===== src/pps_pkg.sv =====
// ----------------------------------------------------------------------------
// pps_pkg
// Types and codes shared by the priority scheduler modules.
// ----------------------------------------------------------------------------
package pps_pkg;

  localparam int ID_W   = 4;
  localparam int PRIO_W = 8;
  localparam int LEN_W  = 16;
  localparam int WAIT_W = 16;

  localparam logic [WAIT_W-1:0] WAIT_MAX = {WAIT_W{1'b1}};

  localparam logic FN_ADMIT = 1'b0;
  localparam logic FN_TICK  = 1'b1;

  localparam logic [1:0] ST_ADMIT  = 2'd0;
  localparam logic [1:0] ST_REJECT = 2'd1;
  localparam logic [1:0] ST_IDLE   = 2'd2;
  localparam logic [1:0] ST_RAN    = 2'd3;

  typedef struct packed {
    logic              func;
    logic [ID_W-1:0]   task_id;
    logic [LEN_W-1:0]  burst_len;
    logic [PRIO_W-1:0] task_prio;
  } in_t;

  typedef struct packed {
    logic [1:0]        status;
    logic [ID_W-1:0]   run_id;
    logic              finished;
    logic [WAIT_W-1:0] wait_total;
    logic [4:0]        ready_count;
  } out_t;

  typedef struct packed {
    logic admit;
    logic tick;
    logic run;
  } slot_ctl_t;

endpackage


===== src/pps_slot.sv =====
// ----------------------------------------------------------------------------
// pps_slot
// One task slot: ready flag, priority, remaining burst and wait count.
// ----------------------------------------------------------------------------
module pps_slot
  import pps_pkg::*;
(
  input  logic              clk,
  input  logic              rst_n,
  input  slot_ctl_t         ctl,
  input  logic [LEN_W-1:0]  burst_in,
  input  logic [PRIO_W-1:0] prio_in,
  output logic              ready,
  output logic [PRIO_W-1:0] prio,
  output logic [LEN_W-1:0]  left,
  output logic [WAIT_W-1:0] wait_cnt
);

  logic              ready_r, ready_nxt;
  logic [PRIO_W-1:0] prio_r, prio_nxt;
  logic [LEN_W-1:0]  left_r, left_nxt;
  logic [WAIT_W-1:0] wait_cnt_r, wait_cnt_nxt;
  logic              last;

  assign last = (left_r <= LEN_W'(1));

  always_comb begin
    ready_nxt    = ready_r;
    prio_nxt     = prio_r;
    left_nxt     = left_r;
    wait_cnt_nxt = wait_cnt_r;
    if (ctl.admit) begin
      ready_nxt    = 1'b1;
      prio_nxt     = prio_in;
      left_nxt     = (burst_in == '0) ? LEN_W'(1) : burst_in;
      wait_cnt_nxt = '0;
    end else if (ctl.tick && ctl.run) begin
      if (last) begin
        ready_nxt = 1'b0;
        left_nxt  = '0;
      end else begin
        left_nxt = left_r - LEN_W'(1);
      end
    end else if (ctl.tick && ready_r && (wait_cnt_r != WAIT_MAX)) begin
      wait_cnt_nxt = wait_cnt_r + WAIT_W'(1);
    end
  end

  always_ff @(posedge clk) begin
    if (!rst_n) begin
      ready_r <= 1'b0;
    end else begin
      ready_r <= ready_nxt;
    end
  end

  always_ff @(posedge clk) begin
    prio_r     <= prio_nxt;
    left_r     <= left_nxt;
    wait_cnt_r <= wait_cnt_nxt;
  end

  assign ready    = ready_r;
  assign prio     = prio_r;
  assign left     = left_r;
  assign wait_cnt = wait_cnt_r;

endmodule


===== src/pps_pick.sv =====
// ----------------------------------------------------------------------------
// pps_pick
// Highest priority ready slot; lowest id on a tie, running task kept on a tie.
// ----------------------------------------------------------------------------
module pps_pick
  import pps_pkg::*;
#(
  parameter int N = 16
)
(
  input  logic              ready [N],
  input  logic [PRIO_W-1:0] prio  [N],
  input  logic [ID_W-1:0]   cur_id,
  input  logic              cur_valid,
  output logic              found,
  output logic [$clog2(N)-1:0] best,
  output logic [N-1:0]      run
);

  localparam int IW = $clog2(N);
  localparam int P  = 1 << IW;

  logic              nv [2*P-1];
  logic [PRIO_W-1:0] np [2*P-1];
  logic [IW-1:0]     ni [2*P-1];
  logic              cur_ok;

  for (genvar i = 0; i < P; i++) begin : g_leaf
    if (i < N) begin : g_used
      assign nv[P-1+i] = ready[i];
      assign np[P-1+i] = prio[i];
    end else begin : g_pad
      assign nv[P-1+i] = 1'b0;
      assign np[P-1+i] = '0;
    end
    assign ni[P-1+i] = IW'(i);
  end

  // left child holds the lower ids, so >= keeps the lowest id on a tie
  for (genvar k = 0; k < P-1; k++) begin : g_node
    logic take_l;
    assign take_l = nv[2*k+1] && (!nv[2*k+2] || (np[2*k+1] >= np[2*k+2]));
    assign nv[k]  = nv[2*k+1] || nv[2*k+2];
    assign np[k]  = take_l ? np[2*k+1] : np[2*k+2];
    assign ni[k]  = take_l ? ni[2*k+1] : ni[2*k+2];
  end

  assign cur_ok = cur_valid && (32'(cur_id) < N) && ready[cur_id[IW-1:0]] &&
                  (prio[cur_id[IW-1:0]] == np[0]);

  assign found = nv[0];
  assign best  = cur_ok ? cur_id[IW-1:0] : ni[0];

  for (genvar i = 0; i < N; i++) begin : g_run
    assign run[i] = found && (best == IW'(i));
  end

endmodule


===== src/preemptive_priority_scheduler.sv =====
// ----------------------------------------------------------------------------
// preemptive_priority_scheduler
// Preemptive priority scheduler over a table of task slots.
// ----------------------------------------------------------------------------
// One item is taken every clock cycle; busy is never raised. The item is
// registered on the edge that accepts it, the slot table is read and the
// winner chosen in the following cycle; the result and its strobe out_valid
// are registered from it; out_valid is high for a single cycle per result.
// The rate is one item per cycle, set by the combinational priority tree and
// slot update; the next item sees the table as left by the one before it.
// Results cannot be held off, so each must be captured when out_valid is high.
// Slots with an id of MAX_TASKS or above (or above 15) reject admits.
// ----------------------------------------------------------------------------
module preemptive_priority_scheduler
  import pps_pkg::*;
#(
  parameter int MAX_TASKS = 16
)
(
  input  logic clk,
  input  logic rst_n,
  input  logic start,
  input  in_t  in_data,
  output logic busy,
  output logic out_valid,
  output out_t out_data
);

  localparam int NSLOT = (MAX_TASKS < (1 << ID_W)) ? MAX_TASKS : (1 << ID_W);
  localparam int IW    = $clog2(NSLOT);
  localparam int CW    = $clog2(NSLOT + 1);

  in_t             in_r;
  logic            in_vld_r;
  out_t            out_r, out_nxt;
  logic            out_vld_r;
  logic [ID_W-1:0] cur_task_r, cur_task_nxt;
  logic            cur_vld_r, cur_vld_nxt;
  logic [CW-1:0]   cnt_r, cnt_nxt;

  logic              ready_a [NSLOT];
  logic [PRIO_W-1:0] prio_a  [NSLOT];
  logic [LEN_W-1:0]  left_a  [NSLOT];
  logic [WAIT_W-1:0] wait_a  [NSLOT];
  logic [NSLOT-1:0]  ready_v;

  logic            found;
  logic [IW-1:0]   best;
  logic [NSLOT-1:0] run;

  logic            id_ok, admit_ok, tick_go, fin;
  logic [LEN_W-1:0]  run_left;
  logic [WAIT_W-1:0] run_wait;

  assign busy = 1'b0;

  assign id_ok    = (32'(in_r.task_id) < NSLOT) && !ready_a[in_r.task_id[IW-1:0]];
  assign admit_ok = in_vld_r && (in_r.func == FN_ADMIT) && id_ok;
  assign tick_go  = in_vld_r && (in_r.func == FN_TICK) && found;

  pps_pick #(.N(NSLOT)) u_pick (
    .ready     (ready_a),
    .prio      (prio_a),
    .cur_id    (cur_task_r),
    .cur_valid (cur_vld_r),
    .found     (found),
    .best      (best),
    .run       (run)
  );

  for (genvar i = 0; i < NSLOT; i++) begin : g_slot
    slot_ctl_t ctl;
    assign ctl.admit  = admit_ok && (in_r.task_id == ID_W'(i));
    assign ctl.tick   = tick_go;
    assign ctl.run    = run[i];
    assign ready_v[i] = ready_a[i];

    pps_slot u_slot (
      .clk      (clk),
      .rst_n    (rst_n),
      .ctl      (ctl),
      .burst_in (in_r.burst_len),
      .prio_in  (in_r.task_prio),
      .ready    (ready_a[i]),
      .prio     (prio_a[i]),
      .left     (left_a[i]),
      .wait_cnt (wait_a[i])
    );
  end

  always_comb begin
    run_left = '0;
    run_wait = '0;
    for (int i = 0; i < NSLOT; i++) begin
      run_left = run_left | (left_a[i] & {LEN_W{run[i]}});
      run_wait = run_wait | (wait_a[i] & {WAIT_W{run[i]}});
    end
  end

  assign fin = tick_go && (run_left <= LEN_W'(1));

  always_comb begin
    cnt_nxt = cnt_r;
    if (admit_ok) begin
      cnt_nxt = cnt_r + CW'(1);
    end else if (fin) begin
      cnt_nxt = cnt_r - CW'(1);
    end
  end

  always_comb begin
    cur_task_nxt = cur_task_r;
    cur_vld_nxt  = cur_vld_r;
    if (tick_go) begin
      cur_task_nxt = ID_W'(best);
      cur_vld_nxt  = !fin;
    end
  end

  always_comb begin
    out_nxt             = '0;
    out_nxt.ready_count = 5'(cnt_nxt);
    if (in_r.func == FN_ADMIT) begin
      out_nxt.status = admit_ok ? ST_ADMIT : ST_REJECT;
    end else if (!found) begin
      out_nxt.status = ST_IDLE;
    end else begin
      out_nxt.status   = ST_RAN;
      out_nxt.run_id   = ID_W'(best);
      out_nxt.finished = fin;
      if (fin) begin
        out_nxt.wait_total = run_wait;
      end
    end
  end

  always_ff @(posedge clk) begin
    if (!rst_n) begin
      in_vld_r   <= 1'b0;
      out_vld_r  <= 1'b0;
      cur_task_r <= '0;
      cur_vld_r  <= 1'b0;
      cnt_r      <= '0;
    end else begin
      in_vld_r   <= start && !busy;
      out_vld_r  <= in_vld_r;
      cur_task_r <= cur_task_nxt;
      cur_vld_r  <= cur_vld_nxt;
      cnt_r      <= cnt_nxt;
    end
  end

  always_ff @(posedge clk) begin
    if (start && !busy) begin
      in_r <= in_data;
    end
    if (in_vld_r) begin
      out_r <= out_nxt;
    end
  end

  assign out_valid = out_vld_r;
  assign out_data  = out_r;

`ifndef SYNTHESIS
  logic cur_rdy, out_rdy;
  assign cur_rdy = (32'(cur_task_r) < NSLOT) && ready_a[cur_task_r[IW-1:0]];
  assign out_rdy = (32'(out_r.run_id) < NSLOT) && ready_a[out_r.run_id[IW-1:0]];

  a_cnt_match: assert property (@(posedge clk) disable iff (!rst_n)
    32'(cnt_r) == $countones(ready_v))
    else $error("ready counter differs from ready flags");

  a_cur_ready: assert property (@(posedge clk) disable iff (!rst_n)
    cur_vld_r |-> cur_rdy)
    else $error("running task not ready");

  a_fin_gone: assert property (@(posedge clk) disable iff (!rst_n)
    out_valid && (out_r.status == ST_RAN) && out_r.finished |-> !out_rdy)
    else $error("finished task still ready");

  a_run_onehot: assert property (@(posedge clk) disable iff (!rst_n)
    $onehot0(run) && (found == (run != '0)))
    else $error("run select not one-hot");
`endif

endmodule


===== config.mk =====
export PLATFORM = sky130hd
export DESIGN_NAME = preemptive_priority_scheduler
export DESIGN_NICKNAME = d
export VERILOG_FILES = /design/src/pps_pkg.sv /design/src/pps_slot.sv /design/src/pps_pick.sv /design/src/preemptive_priority_scheduler.sv
export SDC_FILE = /design/constraint.sdc
export NUM_CORES = 2
export LEC_CHECK = 0
export BUFFER_PORTS_ARGS = -buffer_cell sky130_fd_sc_hd__buf_2
export CORE_ASPECT_RATIO = 0.7
export CORE_MARGIN = 4
export CORE_UTILIZATION = 65
export DETAILED_ROUTE_END_ITERATION = 10
export PLACE_DENSITY = 0.82
export SETUP_SLACK_MARGIN = 0.2
export SLEW_MARGIN = 20
export SYNTH_ARGS = -nofsm -noshare
export SYNTH_HDL_FRONTEND = slang
export SYNTH_HIERARCHICAL = 1
export SYNTH_SLANG_ARGS = --single-unit

===== constraint.sdc =====
create_clock -name clk -period 30.6 [get_ports clk]
set_input_delay 6.12 -clock clk [delete_from_list [all_inputs] [get_ports clk]]
set_output_delay 6.12 -clock clk [all_outputs]
set_load 0.02 [all_outputs]

# ---- Word-level counts from Yosys, hierarchy flattened
# Cells that the tools add are included.
dict set report totals {
  reg_bits 725
  latchBits 0
  ramBits 0
  romBits 0
  in_bits 32
  out_inout_bits 30
  elab_cells 634
  memories 0
}
dict set report classes {
  n_addsub 34
  n_mul 0
  div 0
  n_lt_le_gt_ge 34
  eq_ne 47
  n_shift 0
  mux 142
  bitwise_logic 81
  n_reduce_logical 218
}
# cell count
set op_table {}
lappend op_table {{16-bit 2-to-1 mux} 49}
lappend op_table {{16-bit bitwise AND} 32}
lappend op_table {{16-bit bitwise OR} 30}
lappend op_table {{16-bit by 1-bit less-or-equal comparator with 1-bit output, second input constant} 17}
lappend op_table {{16-bit by 1-bit adder with 16-bit output, second input constant} 16}
lappend op_table {{16-bit != test, second input constant} 16}
lappend op_table {{16-bit by 1-bit subtractor with 16-bit output, second input constant} 16}
lappend op_table {{8-bit 2-to-1 mux} 17}
lappend op_table {{8-bit greater-or-equal comparator} 15}
lappend op_table {{1-bit logical AND} 102}
lappend op_table {{2-bit AND reduction} 33}
lappend op_table {{4-bit == test, second input constant} 16}
lappend op_table {{2-bit nonzero test} 32}
lappend op_table {{1-bit 2-to-1 mux} 62}
lappend op_table {{8-bit binary-select mux with 4-bit select} 1}
lappend op_table {{4-bit by 3-bit == test with 1-bit output, second input constant} 8}
lappend op_table {{1-bit logical OR} 30}
lappend op_table {{1-bit logical NOT} 17}
lappend op_table {{1-bit NOT} 17}
lappend op_table {{4-bit by 2-bit == test with 1-bit output, second input constant} 4}
lappend op_table {{16-bit logical NOT} 1}
lappend op_table {{5-bit greater-or-equal comparator, second input constant} 2}
lappend op_table {{2-bit 2-to-1 mux} 5}
lappend op_table {{5-bit 2-to-1 mux} 2}
lappend op_table {{10 further kinds} 16}

# ---- Depth between registers and ports, before layout
dict set report depth {
  depth_word 41
  mapped_depth 51
  depth_no_buf 45
}

# ---- Hierarchy
# The synthesis kept the hierarchy.
# mod n_inst cells_each area_per_inst_um2 seq_area_each_um2
set by_module_without_submodules {}
lappend by_module_without_submodules {{pps_slot (g_slot[0].u_slot ...)} 11 207 2082.0 1061.0}
lappend by_module_without_submodules {{pps_slot (g_slot[5].u_slot ...)} 5 215 2122.0 1061.0}
lappend by_module_without_submodules {pps_pick 1 878 6902.9 0.0}
lappend by_module_without_submodules {preemptive_priority_scheduler 1 570 5167.5 1951.9}

# ---- Worst setup path after synthesis
# No wires, ideal clock.
dict set report synth_timing {
  path_type {register -> register}
  start {register g_slot[14].u_slot.prio_r[2]}
  end {register out_r (netlist bit out_data[2]), data pin}
  setup_ps 259
  t_arrival_ps 9589
  t_required_ps 30341
  slack_ps 20752
  stages_incl_launch_ff 46
  path_buffers 6
  period_less_slack_ps 9848
  cell_sequence {edfxtp_1 > ha_1 > o21ai_0 > a2111oi_0 > or2_1 > clkbuf_1 > clkbuf_1 > nor2_1 > a21oi_1 > ha_1 > a21o_1 > a21oi_1 > nor2b_1 > o32ai_1 > a21oi_1 > mux2i_1 > inv_1 > ha_1 > [10 not listed] > o21ai_0 > a21oi_1 > clkbuf_1 > nor2_1 > o31a_1 > nor3_1 > o2111ai_1 > a221oi_4 > buf_2 > o21ai_1 > clkbuf_1 > a22oi_1 > nand4_1 > nor4_1 > nand3_1 > nor4_1 > o21ai_0 > o31a_1}
}
# item line_no
set synth_rtl {}
lappend synth_rtl {{start, declared} pps_slot.sv:20} ;# logic [PRIO_W-1:0] prio_r, prio_nxt;
lappend synth_rtl {{start signal, assigned} pps_slot.sv:58} ;# prio_r <= prio_nxt;
lappend synth_rtl {{end signal, assigned} preemptive_priority_scheduler.sv:158} ;# out_r <= out_nxt;
lappend synth_rtl {{end, declared} preemptive_priority_scheduler.sv:35} ;# out_t out_r, out_nxt;

==> flow_summary_export.csv <==
group,metric,value,unit
grt,first_pass_grt_wire_length,238000,um
clock_network,clock_root_cell,"sky130_fd_sc_hd__clkbuf_16",
grt,via_count_of_the_first_global_routing_pass,38300,
worst_setup_path,worst-r2r-cell-count,42,
detailed_routing,wire_length_the_detailed_router_placed_on_met1,62300,um
min_path,holdCritPathClass,"register to register",
placed_design,hpwl,112000,um
placed_design,post_dp_area,0.0470,mm^2
yosys,number_of_register_bits_inferred_by_synthesis,725,
yosys,synth.distinct_cells,102,
sta,fmax,79.8,MHz
layout,synthToLayoutAreaGrowth,8.17,%
die,die_h,230,um
die,floorplan.die.width,325,um
clock_network,clock_buffer_count_from_cts,73,
detailed_routing,mean_routed_wirelength_per_cell,27.3,um
clock_network,clockBufferDepth,3,
min_path,hold_end,"g_slot[7].u_slot/wait_cnt[14]",
yosys,cell_count_after_synthesis,4800,
yosys,async_flop_share,0,
worst_setup_path,endpoint_kind,"register",
flow_run,cap_violations,0,
clock_network,clock_latency,0.65,ns
yosys,synth_seq_area_share,0.415,
layout,regArea,0.0189,mm^2
worst_setup_path,crit_type,"register to register",
yosys,synthesis.area_per_instance,9.50,um^2
detailed_routing,drtAntennaViolNets,0,
clock_network,postCtsSetupBuffers,0,
sta,timing.max_slew.rel_slack,0.193,
worst_setup_path,cp.buffers_inverters,5,
power_and_ir_drop,power_density,42.2,mW/mm^2
detailed_routing,total_wire_length_after_detailed_routing,158000,um
clock_network,cts_sinks,725,
worst_setup_path,critPathMaxStageDelay,0.82,ns
layout,finish.net_count,5042,
sta,timing.final.crit_share,0.410,
clock_network,cts-resized-gates,0,
grt,globalRouteTotalUtil,0.411,
worst_setup_path,critPathRequiredTime,30.99,ns
layout,total_area_of_multi_input_combinational_cells,0.0254,mm^2
sta,finClkSkew,0.0178,ns
layout,share_of_the_core_filled_with_cells_in_the_final_layout,0.717,
detailed_routing,pre_antenna_drt_iters,9,
worst_setup_path,cp_slowest_cell,"sky130_fd_sc_hd__a21oi_1",
placed_design,numPlacedInstances,5667,
placed_design,io_buffers,60,
power_and_ir_drop,worst_ir_drop_vdd,57.4,uV
worst_setup_path,start_kind,"register",
die,fp.dieArea,0.0745,mm^2
power_and_ir_drop,power_leakage,0.0166,uW
detailed_routing,detail_route.vias_per_cell,7.26,
sta,setup_slack,18.06,ns
worst_setup_path,cp_data_arrival_time,12.93,ns
outcome,outcome,"completed",
sta,finalCriticalPeriod,12.54,ns
die,floorplan.initialDensity,0.663,
yosys,number_of_flops_mapped_to_enable_cells_by_yosys,441,
grt,remaining_global_route_overflow,0,
die,core-area,0.0688,mm^2
sta,setup-tns-final,0,ns
detailed_routing,dr_wl_met3,26400,um
sta,maxSlewViolCount,0,
detailed_routing,drc,0,
layout,post_layout_nonfiller_instances,5802,
clock_network,cts.clk_slew.worst_paths,0.07,ns
clock_network,clock_tree_from_tritoncts,"built",
sta,tightestPinTransition,1.20,ns
worst_setup_path,cell_type_with_the_highest_occurrence_count_on_the_critical_path,"sky130_fd_sc_hd__o21ai_0",
worst_setup_path,crit_family,"compound AO/OA/AOI/OAI gates",
grt,grt_antenna_before_repair,4,
die,num_io_pins,62,
worst_setup_path,regToRegStartpoint,"g_slot[5].u_slot/prio[7]",
worst_setup_path,setup.reg_to_reg.worst_slack,18.06,ns
detailed_routing,route.met2.wl,61700,um
detailed_routing,routed-via-count,42100,
layout,stdcell_area,0.0493,mm^2
yosys,synth-main-ff-cell,"sky130_fd_sc_hd__edfxtp_1",
sta,rsz0062_at_grt,"no",
grt,grt_start_max_net_pins,44,
layout,ratio_of_cells_with_drive_above_1_in_the_final_layout,0.0898,
yosys,synth_warnings,6,
clock_network,cts.hold.buffers_added,0,
placed_design,post-place-ws,18.58,ns
die,fp_rows,80,
detailed_routing,top_layer_used,"met5",
min_path,worst_hold_path_stage_count,2,
worst_setup_path,worst-path-max-fanout,30,
layout,layout_fillers,5139,
detailed_routing,drt_iter0_markers,7131,
clock_network,h-tree-depth,3,
yosys,syn_area,0.0456,mm^2
worst_setup_path,rr_endpoint,"out_data[2]",
min_path,timing.hold.worst.start,"g_slot[7].u_slot/wait_cnt[14]",
sta,hold_viol,0,
yosys,mappedNetlistNets,5001,
sta,finalSetupViolCount,0,
placed_design,gpl.final_weighted_congestion,1.13,
==> cell families after synthesis <==
logic type,Yosys count,share of synthesized area
other cells,1,0.0000823
simple gates,1976,0.237
compound gates,1099,0.160
flops,725,0.415
buf+inv,341,0.0321
xor+xnor,359,0.0690
mux,130,0.0400
fa+ha+maj,169,0.0464
==> through the flow <==
| stage | power, uW | hold slack, ns |
|---|---|---|
| 2_1_floorplan | 1150 | 0.440 |
| 3_3_place_gp | 1200 | 0.477 |
| 3_5_place_dp | 1210 | 0.492 |
| 4_1_cts | 2080 | 0.503 |
| 5_1_grt | 2140 | 0.529 |
| 6_report | 2080 | 0.506 |
==> worst max path at each step <==
stage                         startpoint          end  slack [ns]  depth (start not counted)
4_1_cts         g_slot[5].u_slot/prio[7]  out_data[2]       18.52                         42
6_report        g_slot[5].u_slot/prio[7]  out_data[2]       18.06                         42
3_3_place_gp    g_slot[4].u_slot/prio[7]  out_data[2]       18.89                         41
2_1_floorplan  g_slot[14].u_slot/prio[2]  out_data[2]       20.75                         45
5_1_grt         g_slot[1].u_slot/prio[7]  out_data[2]       17.33                         45
3_5_place_dp    g_slot[5].u_slot/prio[7]  out_data[2]       18.58                         42
==> tightest hold or removal path, cell delays in order, from the launching register on <==
cell,delay (ns)
sky130_fd_sc_hd__dfxtp_1,0.34
sky130_fd_sc_hd__o31ai_1,0.07
sky130_fd_sc_hd__a21oi_1,0.05
==> metal layers <==
| metal | track usage | vias up |
|---|---|---|
| li1 | - | 18400 |
| met3 | 0.158 | 541 |
| met2 | 0.554 | 3327 |
| met1 | 0.587 | 19800 |
| met5 | 0 | - |
| met4 | 0.173 | 2 |
==> cell type report <==
class,instances,share of cell area
Timing Repair Buffer,135,0.0176
Clock inverter,29,0.00424
Inverter,172,0.0131
Clock buffer,103,0.0425
Sequential cell,725,0.384
Multi-Input combinational cell,3734,0.516
Antenna cell,2,0.000102
Tap cell,902,0.0229
==> sequential cells by signal, indices dropped and copies added (netlist names), 4 cells and up <==
register and count:
g_slot.u_slot/wait_cnt 256, g_slot.u_slot/prio 128, out_data 28, in_r 29, g_slot.u_slot/ready 16, g_slot.u_slot/left 256, cur_task_r 4, cnt_r 5
==> report_power, final <==
| part | leakage [uW] | switching, uW | internal, uW |
|---|---|---|---|
| combinational | 0.00922 | 81.4 | 34.5 |
| sequential | 0.00629 | 31.1 | 1050 |
| clock | 0.00113 | 399 | 491 |
| total | 0.0166 | 512 | 1570 |
==> Yosys cell counts (all sizes together), types with 60 or more instances <==
cell / n / area [um^2]
clkbuf: 111 / 417
nand3: 192 / 961
or3: 60 / 405
xor2: 146 / 1280
nand2: 541 / 2070
nor2: 306 / 1160
edfxtp: 441 / 13200
inv: 169 / 634
nand4: 181 / 1130
nor4: 196 / 1690
xnor2: 213 / 1870
mux2i: 77 / 774
dfxtp: 284 / 5690
o21ai: 407 / 2100
a21oi: 154 / 774
a22oi: 110 / 831
nor3: 149 / 751
ha: 169 / 2110
==> placed cells by master, fill, tap and decap left out, types with 26 or more instances in the layout <==
cell	count
sky130_fd_sc_hd__nor3_1	143
sky130_fd_sc_hd__xnor2_1	213
sky130_fd_sc_hd__inv_1	169
sky130_fd_sc_hd__xor2_1	146
sky130_fd_sc_hd__mux4_2	39
sky130_fd_sc_hd__edfxtp_1	441
sky130_fd_sc_hd__clkbuf_16	79
sky130_fd_sc_hd__mux2i_1	70
sky130_fd_sc_hd__a22o_1	29
sky130_fd_sc_hd__nand2b_1	47
sky130_fd_sc_hd__a21oi_1	153
sky130_fd_sc_hd__and2_1	28
sky130_fd_sc_hd__o21ai_0	243
sky130_fd_sc_hd__o41ai_1	26
sky130_fd_sc_hd__a211oi_1	39
sky130_fd_sc_hd__o21a_1	53
sky130_fd_sc_hd__dfxtp_1	281
sky130_fd_sc_hd__and4_1	54
sky130_fd_sc_hd__buf_4	74
sky130_fd_sc_hd__a22oi_1	109
sky130_fd_sc_hd__o211ai_1	26
sky130_fd_sc_hd__nand2_1	527
sky130_fd_sc_hd__o21ai_1	150
sky130_fd_sc_hd__and3_1	43
sky130_fd_sc_hd__nand4_1	181
sky130_fd_sc_hd__a221oi_1	26
sky130_fd_sc_hd__nor2b_1	41
sky130_fd_sc_hd__ha_1	169
sky130_fd_sc_hd__o31ai_1	44
sky130_fd_sc_hd__nand3_1	192
sky130_fd_sc_hd__nor4_1	149
sky130_fd_sc_hd__buf_2	60
sky130_fd_sc_hd__or3_1	54
sky130_fd_sc_hd__nor2_1	299
(Power assumes the default switching activity.)
